==> config.mk <==
export PLATFORM = sky130hd
export DESIGN_NAME = rtt_queue
export DESIGN_NICKNAME = d
export VERILOG_FILES = /design/src/hdl/rtt_pkg.sv /design/src/hdl/rtt_queue.sv
export SDC_FILE = /design/constraint.sdc
export NUM_CORES = 1
export LEC_CHECK = 0
export BUFFER_PORTS_ARGS = -buffer_cell sky130_fd_sc_hd__buf_2
export CORE_ASPECT_RATIO = 1.4
export CORE_MARGIN = 2
export CORE_UTILIZATION = 61
export CTS_CLUSTER_SIZE = 25
export DETAILED_ROUTE_END_ITERATION = 6
export HOLD_SLACK_MARGIN = 0.08
export MAX_ROUTING_LAYER = met4
export PLACE_DENSITY_LB_ADDON = 0.3
export SLEW_MARGIN = 40
export SYNTH_ARGS = -nofsm -noshare
export SYNTH_HDL_FRONTEND = slang
export SYNTH_SLANG_ARGS = --single-unit
export TNS_END_PERCENT = 1
==> constraint.sdc <==
create_clock -name clk -period 4.5 [get_ports clk]
set_input_delay 0.45 -clock clk [delete_from_list [all_inputs] [get_ports clk]]
set_output_delay 0.45 -clock clk [all_outputs]
set_load 0.01 [all_outputs]
==> src/hdl/rtt_pkg.sv <==
// Shared constants, types and helper functions of the RSI threshold trader.
package rtt_pkg;

  // Ring depth and the number of price bits in use.
  localparam int MAX_WINDOW = 64;
  localparam int PRICE_BITS = 32;

  // Fixed field widths of the ports and registers.
  localparam int IN_W       = 32;
  localparam int WLEN_W     = 7;
  localparam int POS_W      = 10;
  localparam int LVL_W      = 15;
  localparam int HELD_W     = POS_W + 1;
  localparam int CFG_DATA_W = 15;
  localparam int CFG_IDX_W  = 2;
  localparam int ACT_W      = 2;
  localparam int CASH_W     = 64;

  // Derived widths.
  localparam int PTR_W  = $clog2(MAX_WINDOW);
  localparam int CNT_W  = $clog2(MAX_WINDOW + 2);
  localparam int LV_W   = $clog2(2 * MAX_WINDOW + 1);
  localparam int SUM_W  = PRICE_BITS + PTR_W + 1;
  localparam int PROD_W = SUM_W + LVL_W;
  localparam int MP_W   = HELD_W + PRICE_BITS + 1;

  // RSI of 100 percent in units of 1/256 percent.
  localparam int RSI_SCALE = 25600;

  // Queue between the front and back parts.
  localparam int QDEPTH = 4;
  localparam int QPTR_W = $clog2(QDEPTH);
  localparam int QCNT_W = $clog2(QDEPTH + 1);

  // Register values after reset.
  localparam logic [WLEN_W-1:0] WLEN_RESET = WLEN_W'(14);
  localparam logic [POS_W-1:0]  MAXPOS_RESET = POS_W'(1);
  localparam logic [LVL_W-1:0]  OVERSOLD_RESET = LVL_W'(7680);
  localparam logic [LVL_W-1:0]  OVERBOUGHT_RESET = LVL_W'(17920);

  typedef enum logic [CFG_IDX_W-1:0] {
    REG_WINDOW_LENGTH = 2'd0,
    REG_MAX_POSITION  = 2'd1,
    REG_OVERSOLD      = 2'd2,
    REG_OVERBOUGHT    = 2'd3
  } cfg_reg_t;

  typedef enum logic [ACT_W-1:0] {
    ACT_NONE = 2'd0,
    ACT_BUY  = 2'd1,
    ACT_SELL = 2'd2
  } action_t;

  // One price difference as held in the ring: sign class and magnitude.
  typedef struct packed {
    logic                  is_gain;
    logic [PRICE_BITS-1:0] mag;
  } diff_t;

  // One classified item as handed from the front to the back.
  typedef struct packed {
    logic [PRICE_BITS-1:0] close;
    diff_t                 diff;
    logic                  has_diff;
    logic                  full;
    logic                  bypass;
    logic [PTR_W-1:0]      wr_addr;
    logic [PTR_W-1:0]      rd_addr;
  } item_t;

  // Trading limits used by the back part.
  typedef struct packed {
    logic [POS_W-1:0] max_pos;
    logic [LVL_W-1:0] oversold;
    logic [LVL_W-1:0] overbought;
  } trade_cfg_t;

  // Clamps a sum that is one bit wider than the cash width.
  function automatic logic signed [CASH_W-1:0] sat_cash(input logic signed [CASH_W:0] s);
    logic signed [CASH_W-1:0] r;
    if (s[CASH_W] != s[CASH_W-1]) begin
      r = s[CASH_W] ? {1'b1, {(CASH_W-1){1'b0}}} : {1'b0, {(CASH_W-1){1'b1}}};
    end else begin
      r = s[CASH_W-1:0];
    end
    return r;
  endfunction

endpackage

==> src/hdl/rtt_queue.sv <==
// Short queue of classified items between the front and back parts.
module rtt_queue (
  input  logic           clk,
  input  logic           rst_n,
  input  logic           push,
  input  rtt_pkg::item_t push_item,
  output logic           q_full,
  input  logic           pop,
  output logic           q_valid,
  output rtt_pkg::item_t q_item
);
  import rtt_pkg::*;

  item_t             slot_r [QDEPTH];
  logic [QPTR_W-1:0] wr_ptr_r, wr_ptr_nxt;
  logic [QPTR_W-1:0] rd_ptr_r, rd_ptr_nxt;
  logic [QCNT_W-1:0] count_r, count_nxt;

  always_comb begin
    q_full  = (count_r == QCNT_W'(QDEPTH));
    q_valid = (count_r != '0);
    q_item  = slot_r[rd_ptr_r];

    wr_ptr_nxt = push ? wr_ptr_r + QPTR_W'(1) : wr_ptr_r;
    rd_ptr_nxt = pop ? rd_ptr_r + QPTR_W'(1) : rd_ptr_r;
    count_nxt  = count_r;
    if (push && !pop) begin
      count_nxt = count_r + QCNT_W'(1);
    end else if (pop && !push) begin
      count_nxt = count_r - QCNT_W'(1);
    end
  end

  always_ff @(posedge clk) begin
    if (!rst_n) begin
      wr_ptr_r <= '0;
      rd_ptr_r <= '0;
      count_r  <= '0;
    end else begin
      wr_ptr_r <= wr_ptr_nxt;
      rd_ptr_r <= rd_ptr_nxt;
      count_r  <= count_nxt;
    end
  end

  always_ff @(posedge clk) begin
    if (push) begin
      slot_r[wr_ptr_r] <= push_item;
    end
  end

`ifndef SYNTHESIS
  // The back part only takes an item that is really waiting.
  assert property (@(posedge clk) disable iff (!rst_n)
    pop |-> count_r != '0)
    else $error("queue popped while empty");
`endif

endmodule

# Word-level counts from Yosys, hierarchy flattened
# Memory sizes are Yosys's and may differ from the RTL's. A register that Yosys moved wholly into a read port is not among the register bits.
# Cells that the tools add are included.
[word_totals] reg_bits=7 mem_bits_rw=320 input_bits=84 output_inout_bits=82 word_cells=21 mem_count=1
[classes] add_sub_neg=4 n_eq_ne=1 muxes=6 reduce_logical=6
[mem_list] name="slot_r" depth=4 width=80 rd=1 rd_ports_with_merged_regs=1 write_ports=1 line_no="rtt_queue.sv:14" rtl="item_t slot_r [QDEPTH];"
[op_table] op="2-to-1 mux 3 bit" n=2
[op_table] op="adder 2 x 1 -> 2 bit, second input constant" n=2
[op_table] op="2-to-1 mux 2 bit" n=2
[op_table] op="adder 3 x 1 -> 3 bit, second input constant" n=1
[op_table] op="equality test 3 bit, second input constant" n=1
[op_table] op="nonzero test 3 bit" n=1
[op_table] op="subtractor 3 x 1 -> 3 bit, second input constant" n=1
[op_table] op="logical AND 1 bit" n=2
[op_table] op="zero test 1 bit" n=2
[op_table] op="2-to-1 mux 1 bit" n=2
[op_table] op="nonzero test 2 bit" n=1

# Depth between registers and ports, before layout
[logic_depth] word_depth=4 ltp_mapped=7 depth_no_buf=7

# Worst setup path after synthesis
# No wires, ideal clock.
[synth_timing] path_type="reg-to-reg" startpoint="register wr_ptr_r[0]" endpoint="memory slot_r[0][0] (netlist name) (enable)" setup_ps=447 arrival_time_ps=2404 required_ps=4053 slack_ps=1649 stages_incl_launch_ff=4 n_path_buf=0 period_less_slack_ps=2851 cell_sequence="dfxtp_1 -> inv_1 -> ha_1 -> and2_1"
[synth_lines] element="start: declaration" line_no="rtt_queue.sv:15" rtl="logic [QPTR_W-1:0] wr_ptr_r, wr_ptr_nxt;"
[synth_lines] element="start signal: assignment" line_no="rtt_queue.sv:40" rtl="wr_ptr_r <= wr_ptr_nxt;"
[synth_lines] element="end: declaration" line_no="rtt_queue.sv:14"
# No word-level cell before the write port.

==> metrics.txt <==
number of global-route vias before repair 5783; Overflow after GRT 0; initial drt markers 355; power share of the clock group between 30% and 40%; Post-Syn Area per Cell 26.2 um^2; die height 170 um; FILL cells 1072; H-tree levels 1; setup total negative slack 0 ns; final core occ 72.7%; initial antenna violation count 4; Finish-stage setup viols 0; CTS tree done; Crit Path Class register to primary output; routed vias 5380; DRC viols 0; Worst Clk Skew 0.00702 ns; maximum VDD drop slightly below 0.4 mV; clock-pin slew on the worst setup and hold paths 0.06 ns; DR vias/cell 5.83; post-route ant nets 0; final max-slew violation count 0; r2r setup slk 2.41 ns; period utilization 66.1%; hold buffer count at cts 0; combinational group share of total power 10.0%; Tmin final 2.98 ns; Rows 60; top cell type's share of synthesized area 79.6%; run status complete, no violations; element type at the critical path end primary output; Synth Register Bits 329; number of max-cap violations 0; PwrDens 453 nW/um^2; Data required, critical path 4.05 ns; Critical Path Source Type register; total CTS buffers 28; clock latency at the later pin of the worst-skew pair 0.53 ns; RePlAce Congestion 0.693; Net Sw Frac 21.4%; cells after synthesis between 400 and 500; port bufs ~170; sequential-to-total area share from yosys stat 81.1%; Die Wd roughly 120 um; top_reg_cell synth edfxtp_1; DRT Wirelength 21.7 mm; layout cell share with drive strength beyond 1 44.6%; DR WL/cell about 23 um; RSZ-0062 raised after global routing no; CP max FO 43; CTS Root Cell clkbuf_16; Worst Hold Class input port to register; area of the mapped netlist 12100 um^2; worst slew pin tran 0.549 ns; initial core utilization 62.6%; drt pass-1 iters 4; die area 20900 um^2; fmax 336 MHz; HPWL after DPL 13.5 mm; final hold slack 0.126 ns; Synth Warn # 0; Seq pwr share 56.3%; CTS resizes 0; final hold vios 0; Net Switching 1.36 mW; Leak 4.73 nW; Synth async-reset ratio 0%; Tot GR Track Use roughly 22%; fin nets between 700 and 800; pin count of the biggest net entering global routing 57; Netlist cell types 20; Worst slew margin 63.4%; post-CTS setup buffers 0; Synth area leaders edfxtp_1, mux4_2, dfxtp_1; Max clock buf depth 3; first-pass GRT wire length 32.4 mm; Crit path arrival time 2.53 ns; Mapped Nets 551; Internal Power 4.99 mW; EDFF count, synth 320; TritonCTS Sinks ~330; core area 19300 um^2; num ports 166; Synth-to-Final Area Change 16.1%; leading area contributor after synthesis edfxtp_1
layout by cell type, fill, tap and decap left out, drive strengths merged:
cell type / n
edfxtp: 320
buf: 177
mux4: 80
clkbuf: 36
clkinv: 14
dfxtp: 9
and2: 9
ha: 5
diode: 4
inv: 4
xor2: 3
or3: 2
xnor2: 2
mux2i: 2
nor2b: 2
nor3b: 1
nand2: 1
o21ai: 1
a21boi: 1
fa: 1
clkinvlp: 1
per-layer routing:
layer | share of wire [%] | wire length (um) | global-route usage, % | up-vias
li1 | - | - | - | 2355
met1 | 36 | 7720 | 25.2 | 2824
met2 | 56 | 12100 | 38.3 | 167
met3 | 6.2 | 1340 | 4.93 | 34
met4 | 2.2 | 470 | 6.15 | 0
met5 | 0 | 0 | - | -
cell families (layout without fill, tap and decap cells):
logic type | after synthesis | count (layout) | share of synthesized area, %
flip-flops | 329 | 329 | 81.1
AND/OR/NAND/NOR | 15 | 15 | 0.767
adder cells (fa/ha/maj) | 6 | 6 | 0.684
AO/OA/AOI/OAI | 2 | 2 | 0.104
multiplexers | 82 | 82 | 15.1
buffers and inverters | 22 | 232 | 1.91
other | 0 | 4 | 0
XOR/XNOR | 5 | 5 | 0.363
power by group through the flow:
stage	Sequential [mW]	Combinational (mW)	Clock, mW
2_1_floorplan	3.62	0.412	0
3_3_place_gp	3.65	0.587	0
3_5_place_dp	3.66	0.626	0
4_1_cts	3.59	0.631	2.18
5_1_grt	3.59	0.685	2.28
6_report	3.58	0.633	2.14
sequential cells by signal, summed over array words and instances (netlist names), named ones only:
name / cells
count_r: 3
rd_ptr_r: 2
slot_r: 320
wr_ptr_r: 2
worst max-delay path, stage by stage, from the launching register on:
cell,delay [ns]
dfxtp_4,0.59
buf_12,0.26
buf_12,0.33
mux4_2,0.60
buf_2,0.17
final cells by class:
type	count	area, um^2	share of cell area [%]
Tap cell	248	310	2.21
Antenna cell	4	10.0	0.0714
Timing Repair Buffer	177	1000	7.16
Clock buffer	36	752	5.36
Clock inverter	15	67.6	0.482
Inverter	4	15.0	0.107
Sequential cell	329	9800	69.9
Multi-Input combinational cell	110	2060	14.7
path summary, 6_finish.rpt:
| check | depth (start not counted) | end | startpoint |
|---|---|---|---|
| setup / recovery | 4 | q_item[34] | register |
| setup reg to reg | 5 | slot_r[0][66] | wr_ptr_r[0] |
| hold / removal | 1 | slot_r[0][28] | push_item[28] |
| hold reg to reg | 2 | count_r[2] | count_r[2] |
per-stage QoR:
step / std cells / area (um^2) / setup WS [ns] / power (mW)
after floorplan: 461 / 12100 / 1.65 / 4.03
after global placement: 862 / 13100 / 1.94 / 4.24
after detailed placement: 865 / 13100 / 1.90 / 4.28
after CTS: 916 / 13900 / 1.33 / 6.40
after global routing: 923 / 14000 / 1.35 / 6.56
final: 923 / 14000 / 1.52 / 6.35
cells in the mapped netlist (2+ instances only):
cell	number
mux2i_1	2
xor2_1	3
buf_2	8
or3_1	2
nor2b_1	2
inv_1	4
mux4_2	80
and2_1	9
ha_1	5
buf_12	8
xnor2_1	2
dfxtp_1	9
edfxtp_1	320
Note: power is estimated with default switching activity, not from simulation.
