==> src/hdl/rtt_pkg.sv <==
// Shared constants, types and helper functions of the RSI threshold trader.
package rtt_pkg;

  // Ring depth and the number of price bits in use.
  localparam int MAX_WINDOW = 64;
  localparam int PRICE_BITS = 32;

  // Fixed field widths of the ports and registers.
  localparam int IN_W       = 32;
  localparam int WLEN_W     = 7;
  localparam int POS_W      = 10;
  localparam int LVL_W      = 15;
  localparam int HELD_W     = POS_W + 1;
  localparam int CFG_DATA_W = 15;
  localparam int CFG_IDX_W  = 2;
  localparam int ACT_W      = 2;
  localparam int CASH_W     = 64;

  // Derived widths.
  localparam int PTR_W  = $clog2(MAX_WINDOW);
  localparam int CNT_W  = $clog2(MAX_WINDOW + 2);
  localparam int LV_W   = $clog2(2 * MAX_WINDOW + 1);
  localparam int SUM_W  = PRICE_BITS + PTR_W + 1;
  localparam int PROD_W = SUM_W + LVL_W;
  localparam int MP_W   = HELD_W + PRICE_BITS + 1;

  // RSI of 100 percent in units of 1/256 percent.
  localparam int RSI_SCALE = 25600;

  // Queue between the front and back parts.
  localparam int QDEPTH = 4;
  localparam int QPTR_W = $clog2(QDEPTH);
  localparam int QCNT_W = $clog2(QDEPTH + 1);

  // Register values after reset.
  localparam logic [WLEN_W-1:0] WLEN_RESET = WLEN_W'(14);
  localparam logic [POS_W-1:0]  MAXPOS_RESET = POS_W'(1);
  localparam logic [LVL_W-1:0]  OVERSOLD_RESET = LVL_W'(7680);
  localparam logic [LVL_W-1:0]  OVERBOUGHT_RESET = LVL_W'(17920);

  typedef enum logic [CFG_IDX_W-1:0] {
    REG_WINDOW_LENGTH = 2'd0,
    REG_MAX_POSITION  = 2'd1,
    REG_OVERSOLD      = 2'd2,
    REG_OVERBOUGHT    = 2'd3
  } cfg_reg_t;

  typedef enum logic [ACT_W-1:0] {
    ACT_NONE = 2'd0,
    ACT_BUY  = 2'd1,
    ACT_SELL = 2'd2
  } action_t;

  // One price difference as held in the ring: sign class and magnitude.
  typedef struct packed {
    logic                  is_gain;
    logic [PRICE_BITS-1:0] mag;
  } diff_t;

  // One classified item as handed from the front to the back.
  typedef struct packed {
    logic [PRICE_BITS-1:0] close;
    diff_t                 diff;
    logic                  has_diff;
    logic                  full;
    logic                  bypass;
    logic [PTR_W-1:0]      wr_addr;
    logic [PTR_W-1:0]      rd_addr;
  } item_t;

  // Trading limits used by the back part.
  typedef struct packed {
    logic [POS_W-1:0] max_pos;
    logic [LVL_W-1:0] oversold;
    logic [LVL_W-1:0] overbought;
  } trade_cfg_t;

  // Clamps a sum that is one bit wider than the cash width.
  function automatic logic signed [CASH_W-1:0] sat_cash(input logic signed [CASH_W:0] s);
    logic signed [CASH_W-1:0] r;
    if (s[CASH_W] != s[CASH_W-1]) begin
      r = s[CASH_W] ? {1'b1, {(CASH_W-1){1'b0}}} : {1'b0, {(CASH_W-1){1'b1}}};
    end else begin
      r = s[CASH_W-1:0];
    end
    return r;
  endfunction

endpackage

==> src/hdl/rtt_front.sv <==
// Front part: takes close prices, forms differences and ring addresses.
module rtt_front (
  input  logic                         clk,
  input  logic                         rst_n,
  input  logic                         restart,
  input  logic [rtt_pkg::WLEN_W-1:0]   wlen,
  input  logic                         in_valid,
  output logic                         in_stall,
  input  logic [rtt_pkg::IN_W-1:0]     in_close_price,
  input  logic                         q_full,
  output logic                         push,
  output rtt_pkg::item_t               push_item
);
  import rtt_pkg::*;

  logic [PRICE_BITS-1:0] prev_r, prev_nxt;
  logic [CNT_W-1:0]      items_seen_r, items_seen_nxt;
  logic [PTR_W-1:0]      ptr_r, ptr_nxt;

  logic [CNT_W-1:0]      len_eff;
  logic [PRICE_BITS-1:0] close;
  logic                  has_diff;
  logic [LV_W-1:0]       leave_raw;
  logic [LV_W-1:0]       leave_wrap;

  always_comb begin
    // A window length of zero acts as one, and lengths past the ring depth are clamped.
    if (wlen == '0) begin
      len_eff = CNT_W'(1);
    end else if (int'(wlen) > MAX_WINDOW) begin
      len_eff = CNT_W'(MAX_WINDOW);
    end else begin
      len_eff = CNT_W'(wlen);
    end

    close    = PRICE_BITS'(in_close_price);
    has_diff = (items_seen_r != '0);

    // Entry that drops out of the window once this difference is in.
    leave_raw  = LV_W'(ptr_r) + LV_W'(MAX_WINDOW + 1) - LV_W'(len_eff);
    leave_wrap = (leave_raw >= LV_W'(MAX_WINDOW)) ? leave_raw - LV_W'(MAX_WINDOW) : leave_raw;

    push     = in_valid && !q_full;
    in_stall = q_full;

    push_item.close    = close;
    push_item.has_diff = has_diff;
    push_item.full     = has_diff && (items_seen_r >= len_eff);
    push_item.bypass   = (len_eff == CNT_W'(1));
    push_item.wr_addr  = ptr_r;
    push_item.rd_addr  = PTR_W'(leave_wrap);
    if (close > prev_r) begin
      push_item.diff.is_gain = 1'b1;
      push_item.diff.mag     = close - prev_r;
    end else begin
      push_item.diff.is_gain = 1'b0;
      push_item.diff.mag     = prev_r - close;
    end

    prev_nxt       = prev_r;
    items_seen_nxt = items_seen_r;
    ptr_nxt        = ptr_r;
    if (restart) begin
      items_seen_nxt = '0;
      ptr_nxt        = '0;
    end else if (push) begin
      prev_nxt = close;
      if (items_seen_r <= len_eff) begin
        items_seen_nxt = items_seen_r + CNT_W'(1);
      end
      if (has_diff) begin
        ptr_nxt = (ptr_r == PTR_W'(MAX_WINDOW - 1)) ? '0 : ptr_r + PTR_W'(1);
      end
    end
  end

  always_ff @(posedge clk) begin
    if (!rst_n) begin
      prev_r       <= '0;
      items_seen_r <= '0;
      ptr_r        <= '0;
    end else begin
      prev_r       <= prev_nxt;
      items_seen_r <= items_seen_nxt;
      ptr_r        <= ptr_nxt;
    end
  end

`ifndef SYNTHESIS
  // The day count stops one past the window and never runs beyond it.
  assert property (@(posedge clk) disable iff (!rst_n)
    items_seen_r <= len_eff + CNT_W'(1))
    else $error("front day count ran past the window");
`endif

endmodule

==> config.mk <==
export PLATFORM = sky130hd
export DESIGN_NAME = rtt_front
export DESIGN_NICKNAME = d
export VERILOG_FILES = /design/src/hdl/rtt_pkg.sv /design/src/hdl/rtt_front.sv
export SDC_FILE = /design/constraint.sdc
export NUM_CORES = 1
export LEC_CHECK = 0
export BUFFER_PORTS_ARGS = -buffer_cell sky130_fd_sc_hd__buf_2
export CELL_PAD_IN_SITES_DETAIL_PLACEMENT = 1
export CELL_PAD_IN_SITES_GLOBAL_PLACEMENT = 1
export CORE_ASPECT_RATIO = 0.9
export CORE_MARGIN = 8
export CORE_UTILIZATION = 37
export DETAILED_ROUTE_END_ITERATION = 16
export HOLD_SLACK_MARGIN = 0.08
export PLACE_DENSITY_LB_ADDON = 0.15
export SYNTH_ARGS = -nofsm -noshare
export SYNTH_HDL_FRONTEND = slang
export SYNTH_SLANG_ARGS = --single-unit
export TNS_END_PERCENT = 20
==> constraint.sdc <==
create_clock -name clk -period 2.8 [get_ports clk]
set_input_delay 0.28 -clock clk [delete_from_list [all_inputs] [get_ports clk]]
set_output_delay 0.28 -clock clk [all_outputs]
set_load 0.01 [all_outputs]
After elaboration in Yosys (flattened, before gate mapping)
Cells that the tools add are included.

storage, ports and cells
  output and inout port bits = 82
  bits in registers = 45

operators by class
  $add $sub $neg = 7
  reductions and logical operators = 9
  eq/ne operators = 2
  bitwise operators = 2
  order comparisons = 5
  mux-type cells = 5

operator list
  cell                 count
  $sub 32x32->32       2
  $mux 33              1
  $gt 32x32->1         1
  $mux 7               2
  $mux 6               2
  $add 6x7->8 const B  1
  $ge 8x7->1 const B   1
  $sub 8x7->8          1
  $add 7x1->7 const B  1
  $eq 7x1->1 const B   1
  $ge 7x7->1           1
  $gt 7x7->1 const B   1
  $le 7x7->1           1
  $logic_not 7->1      1
  $reduce_bool 7->1    1
  $add 6x1->6 const B  1
  $eq 6x6->1 const B   1
  $reduce_and 2->1     3
  $sub 6x1->6 const B  1
  $logic_and 1x1->1    2
  $not 1->1            2
  $reduce_or 2->1      1
  $logic_not 1->1      1

Longest topological paths before layout
  word-level depth = 6
  mapped depth = 14
  mapped depth without buffers = 12

Least setup slack after synthesis
No wires, ideal clock.

  path kind = in2out
  from = input in_close_price[0] (netlist name)
  to = output push_item[32] (netlist name)
  stages = 13
  slack = 0.068 ns
  data arrival time = 2.452 ns
  cell sequence = inv_1 ha_1 fa_1 nand2b_1 a211o_1 nand2_1 a221oi_2 o21a_1 buf_6 buf_12 buf_6 a31oi_1 xor2_1

RTL lines
  what                line             RTL
  start: declaration  rtt_front.sv:9   input logic [rtt_pkg::IN_W-1:0] in_close_price,
  end: declaration    rtt_front.sv:12  output rtt_pkg::item_t push_item

==> impl_results.md <==
* Final min period at 3.22 ns
* ANT cells at 0
* Post-Layout Cell Count at 1284
* Slew @ Worst Pin at 0.597 ns
* Die Width at 150 um
* Largest family of logic cells by synthesized area: compound AO/OA/AOI/OAI gates
* Synth Area in Adders at 0.179
* Dpl cells at roughly 1300
* Post-Route Skew at 0.00682 ns
* WL final at 22400 um
* Outcome: finished with violations
* Setup total negative slack at -10.29 ns
* IO buf count at 125
* TritonRoute pass-1 iters at 4
* Part of the power in the clock network at 0.260
* DP HPWL at 18200 um
* Maximum VDD drop at 223 uV
* Fin area at ~0.0086 mm2
* Post-route ant nets at 0
* Buffer depth of the longest clock path at 2
* RSZ-0062 raised after global routing: yes
* Syn_area_per_cell at ~7.2 um2
* # IOs at around 130
* Final Setup Violations at 32
* CTS sink count at 45
* Post-synth EDFFs at 0
* Post-synthesis compound-gate area fraction at 0.262
* Drt wl/cell at ~17 um
* Initial Utilization at 0.375
* Skew-Pair Late Insertion Delay at 0.31 ns
* Root buffer cell: clkbuf_16
* Share of post-route cells with drive strength above 1 at 0.403
* CORE AREA at 0.0160 mm2
* Crit path to: push_item[35]
* Nets at 1204
* Vias per cell at 5.21
* DRT iter0 DRCs at around 230
* Gr usage total at 0.217
* RR Endpoint: items_seen_r[6]
* Mux contribution to synthesized area at 0.0208
* Via Count at 6694
* Chip Height at 137 um
* Register bit count reported by yosys at 45
* Comb pwr share at 0.508
* Sw Pwr at 1.12 mW
* Main synth FF type: dfxtp_1
* Crit path launch type: flop
* Switching part of the total power at 0.385
* Delay of the slowest critical-path stage at roughly 0.36 ns
* Worst path cell trace: inv_1 > ha_2 > a211oi_4 > o211ai_1 > a21bo_2 > a221oi_2 > o21a_4 > buf_12 > mux2_2 > a21oi_2 > xnor2_1 > buf_2
* Congestion Overflow GR at 0
* PD cells at 337 mW/mm2
* Vias in the first global route at 7417
* Launch point of the worst reg-to-reg path: items_seen_r[4]
* Slew headroom at 0.598
* Fin. Hold Viols at 0
* First-pass GRT wire length at 36300 um
* Crit-path max FO at 8
* Number of H-tree levels at 2
* Crit path kind: reg -> out
* Syn nets at 959
* Antenna violations before repair at 0
* GP Congestion at 0.950
* Hold WC Path Type: in -> reg
* Netlist cell types at 62
* Placed cell area at between 0.007 and 0.008 mm2
* Failing checks: setup timing
* R2R Setup Slk at 0.55 ns
* Leakage at 3.93 nW
* Sequential-to-total area share from yosys stat at 0.150
* Fraction of the cycle the final worst path needs at 1.15
* Synthesis Warnings at 0
* Mapped Area at around 0.006 mm2
* Clock-pin slew on the worst setup and hold paths at 0.08 ns
* Final setup margin at -0.415 ns
* CP startpoint: prev_r[16]
* Max-cap check violation count at 0
* FP Rows at 44
* Seq pwr share at 0.231
* DRC viols at 0
* Pint at 1.78 mW
* Required @ worst endpoint at 2.52 ns
* Worst Reg-to-Reg Cells at 8
* CTS tree: yes
* Post-Synth Simple-Gate Area at 0.192
* Post-synth ARST share at 0
* CP endpoint kind: output pin
* Fin. max-slew vios at 0
* Synth Area in XOR/XNOR at 0.0627
* CTS Buf Count at 5
* Area grow syn2layout at 43.0%
* DIE AREA at between 0.02 and 0.025 mm2
* Fmax at 311 MHz
* Slowest cell on crit path: dfxtp_2
* Dpl ws at -0.426 ns
* Worst path arrival time at 2.94 ns
* Gate Count Post-Synth at about 830
* Largest net degree at the start of global routing at 33
per-stage QoR:
stage	hold WS, ns	total power [mW]	util
after global placement	0.450	1.96	0.486
final	0.246	2.90	0.536
after CTS	0.243	2.87	0.525
after detailed placement	0.483	1.99	0.486
after global routing	0.259	3.07	0.536
after floorplan	0.425	1.40	-
state kept, by name (all words and copies together), names as in the netlist:
| name | cells |
|---|---|
| items_seen_r | 7 |
| prev_r | 32 |
| ptr_r | 6 |
layer usage:
metal	global-route usage	vias to the layer above	part of all wire
li1	-	3289	-
met1	0.259	3243	0.44
met2	0.390	128	0.50
met3	0.0357	34	0.040
met4	0.0638	0	0.018
met5	0	-	0
logic make-up (layout without fill, tap and decap cells):
group | Yosys count | in the layout
AO/OA/AOI/OAI | 246 | 246
buffers and inverters | 159 | 405
AND/OR/NAND/NOR | 243 | 243
adder cells (fa/ha/maj) | 84 | 84
multiplexers | 11 | 11
XOR/XNOR | 43 | 43
flip-flops | 45 | 45
how the worst min path moves through the flow:
stage | start | to | slack, ns | cells past startpoint
2_1_floorplan | in_close_price[0] | prev_r[0] | 0.42 | 2
3_3_place_gp | prev_r[31] | prev_r[31] | 0.45 | 2
3_5_place_dp | prev_r[31] | prev_r[31] | 0.48 | 2
4_1_cts | in_close_price[3] | prev_r[3] | 0.24 | 3
5_1_grt | in_close_price[3] | prev_r[3] | 0.26 | 3
6_report | in_close_price[3] | prev_r[3] | 0.25 | 3
area by class of cell:
type                            instances  area, um2
Fill cell                            2045       7430
Clock buffer                            5        125
Timing Repair Buffer                  313       2100
Sequential cell                        45        917
Clock inverter                          3       47.5
Multi-Input combinational cell        627       4820
Inverter                               84        320
Tap cell                              207        259
synth_stat cells (4+ instances only):
master	number	share of area
nor2_1	44	0.027
a21oi_2	4	0.0058
nor2b_1	9	0.0094
and3_1	4	0.0042
o21bai_1	10	0.012
nand4_1	13	0.014
xnor2_1	26	0.038
nand2_1	110	0.069
xor2_1	17	0.025
inv_1	83	0.052
o21ai_0	41	0.034
o21a_1	9	0.011
a211oi_1	4	0.0050
and2_1	5	0.0052
a21o_1	19	0.024
nand2b_1	7	0.0073
nor3_1	18	0.015
dfxtp_1	45	0.15
clkbuf_1	15	0.0094
a21boi_0	32	0.040
or3_1	8	0.0083
a21oi_1	89	0.074
mux2i_1	8	0.013
buf_4	38	0.047
a31oi_1	6	0.0062
buf_2	18	0.015
nand3_1	10	0.0083
ha_1	81	0.17
worst max-delay path: cells and delay by family (launching register included):
family	cells	cell delay, ns
fa+ha+maj	1	0.20
compound gates	6	1.19
mux	1	0.34
flops	1	0.36
xor+xnor	1	0.15
buf+inv	3	0.37
power by group through the flow:
stage / logic, mW / registers, mW / clock network [mW]
after floorplan: 0.724 / 0.680 / 0
after global placement: 1.27 / 0.681 / 0
final: 1.47 / 0.671 / 0.755
after CTS: 1.42 / 0.671 / 0.782
after detailed placement: 1.31 / 0.683 / 0
after global routing: 1.60 / 0.674 / 0.799
cells in the final DEF, fill, tap and decap left out, types with 7 or more instances in the layout:
cell	n
a21oi_1	72
nor3_1	14
xnor2_1	23
o21a_1	8
xor2_1	17
buf_4	181
nand3_1	10
dfxtp_2	13
a21boi_0	32
nor2_1	42
dfxtp_1	32
ha_1	62
a21o_1	19
nand4_1	13
ha_4	13
buf_2	124
o21ai_1	7
inv_1	83
o21bai_1	10
nor2b_1	7
o21ai_0	34
a21oi_2	19
nand2_1	107
or3_1	7
what timing repair did:
action,CTS,global route
resized for setup,80,38
pin swaps,24,17
buffers inserted,10,2
endpoints found under the hold margin,0,0
endpoints found under the setup margin,32,32
hold buffers,0,0
Power figures use the tool's default switching activity.
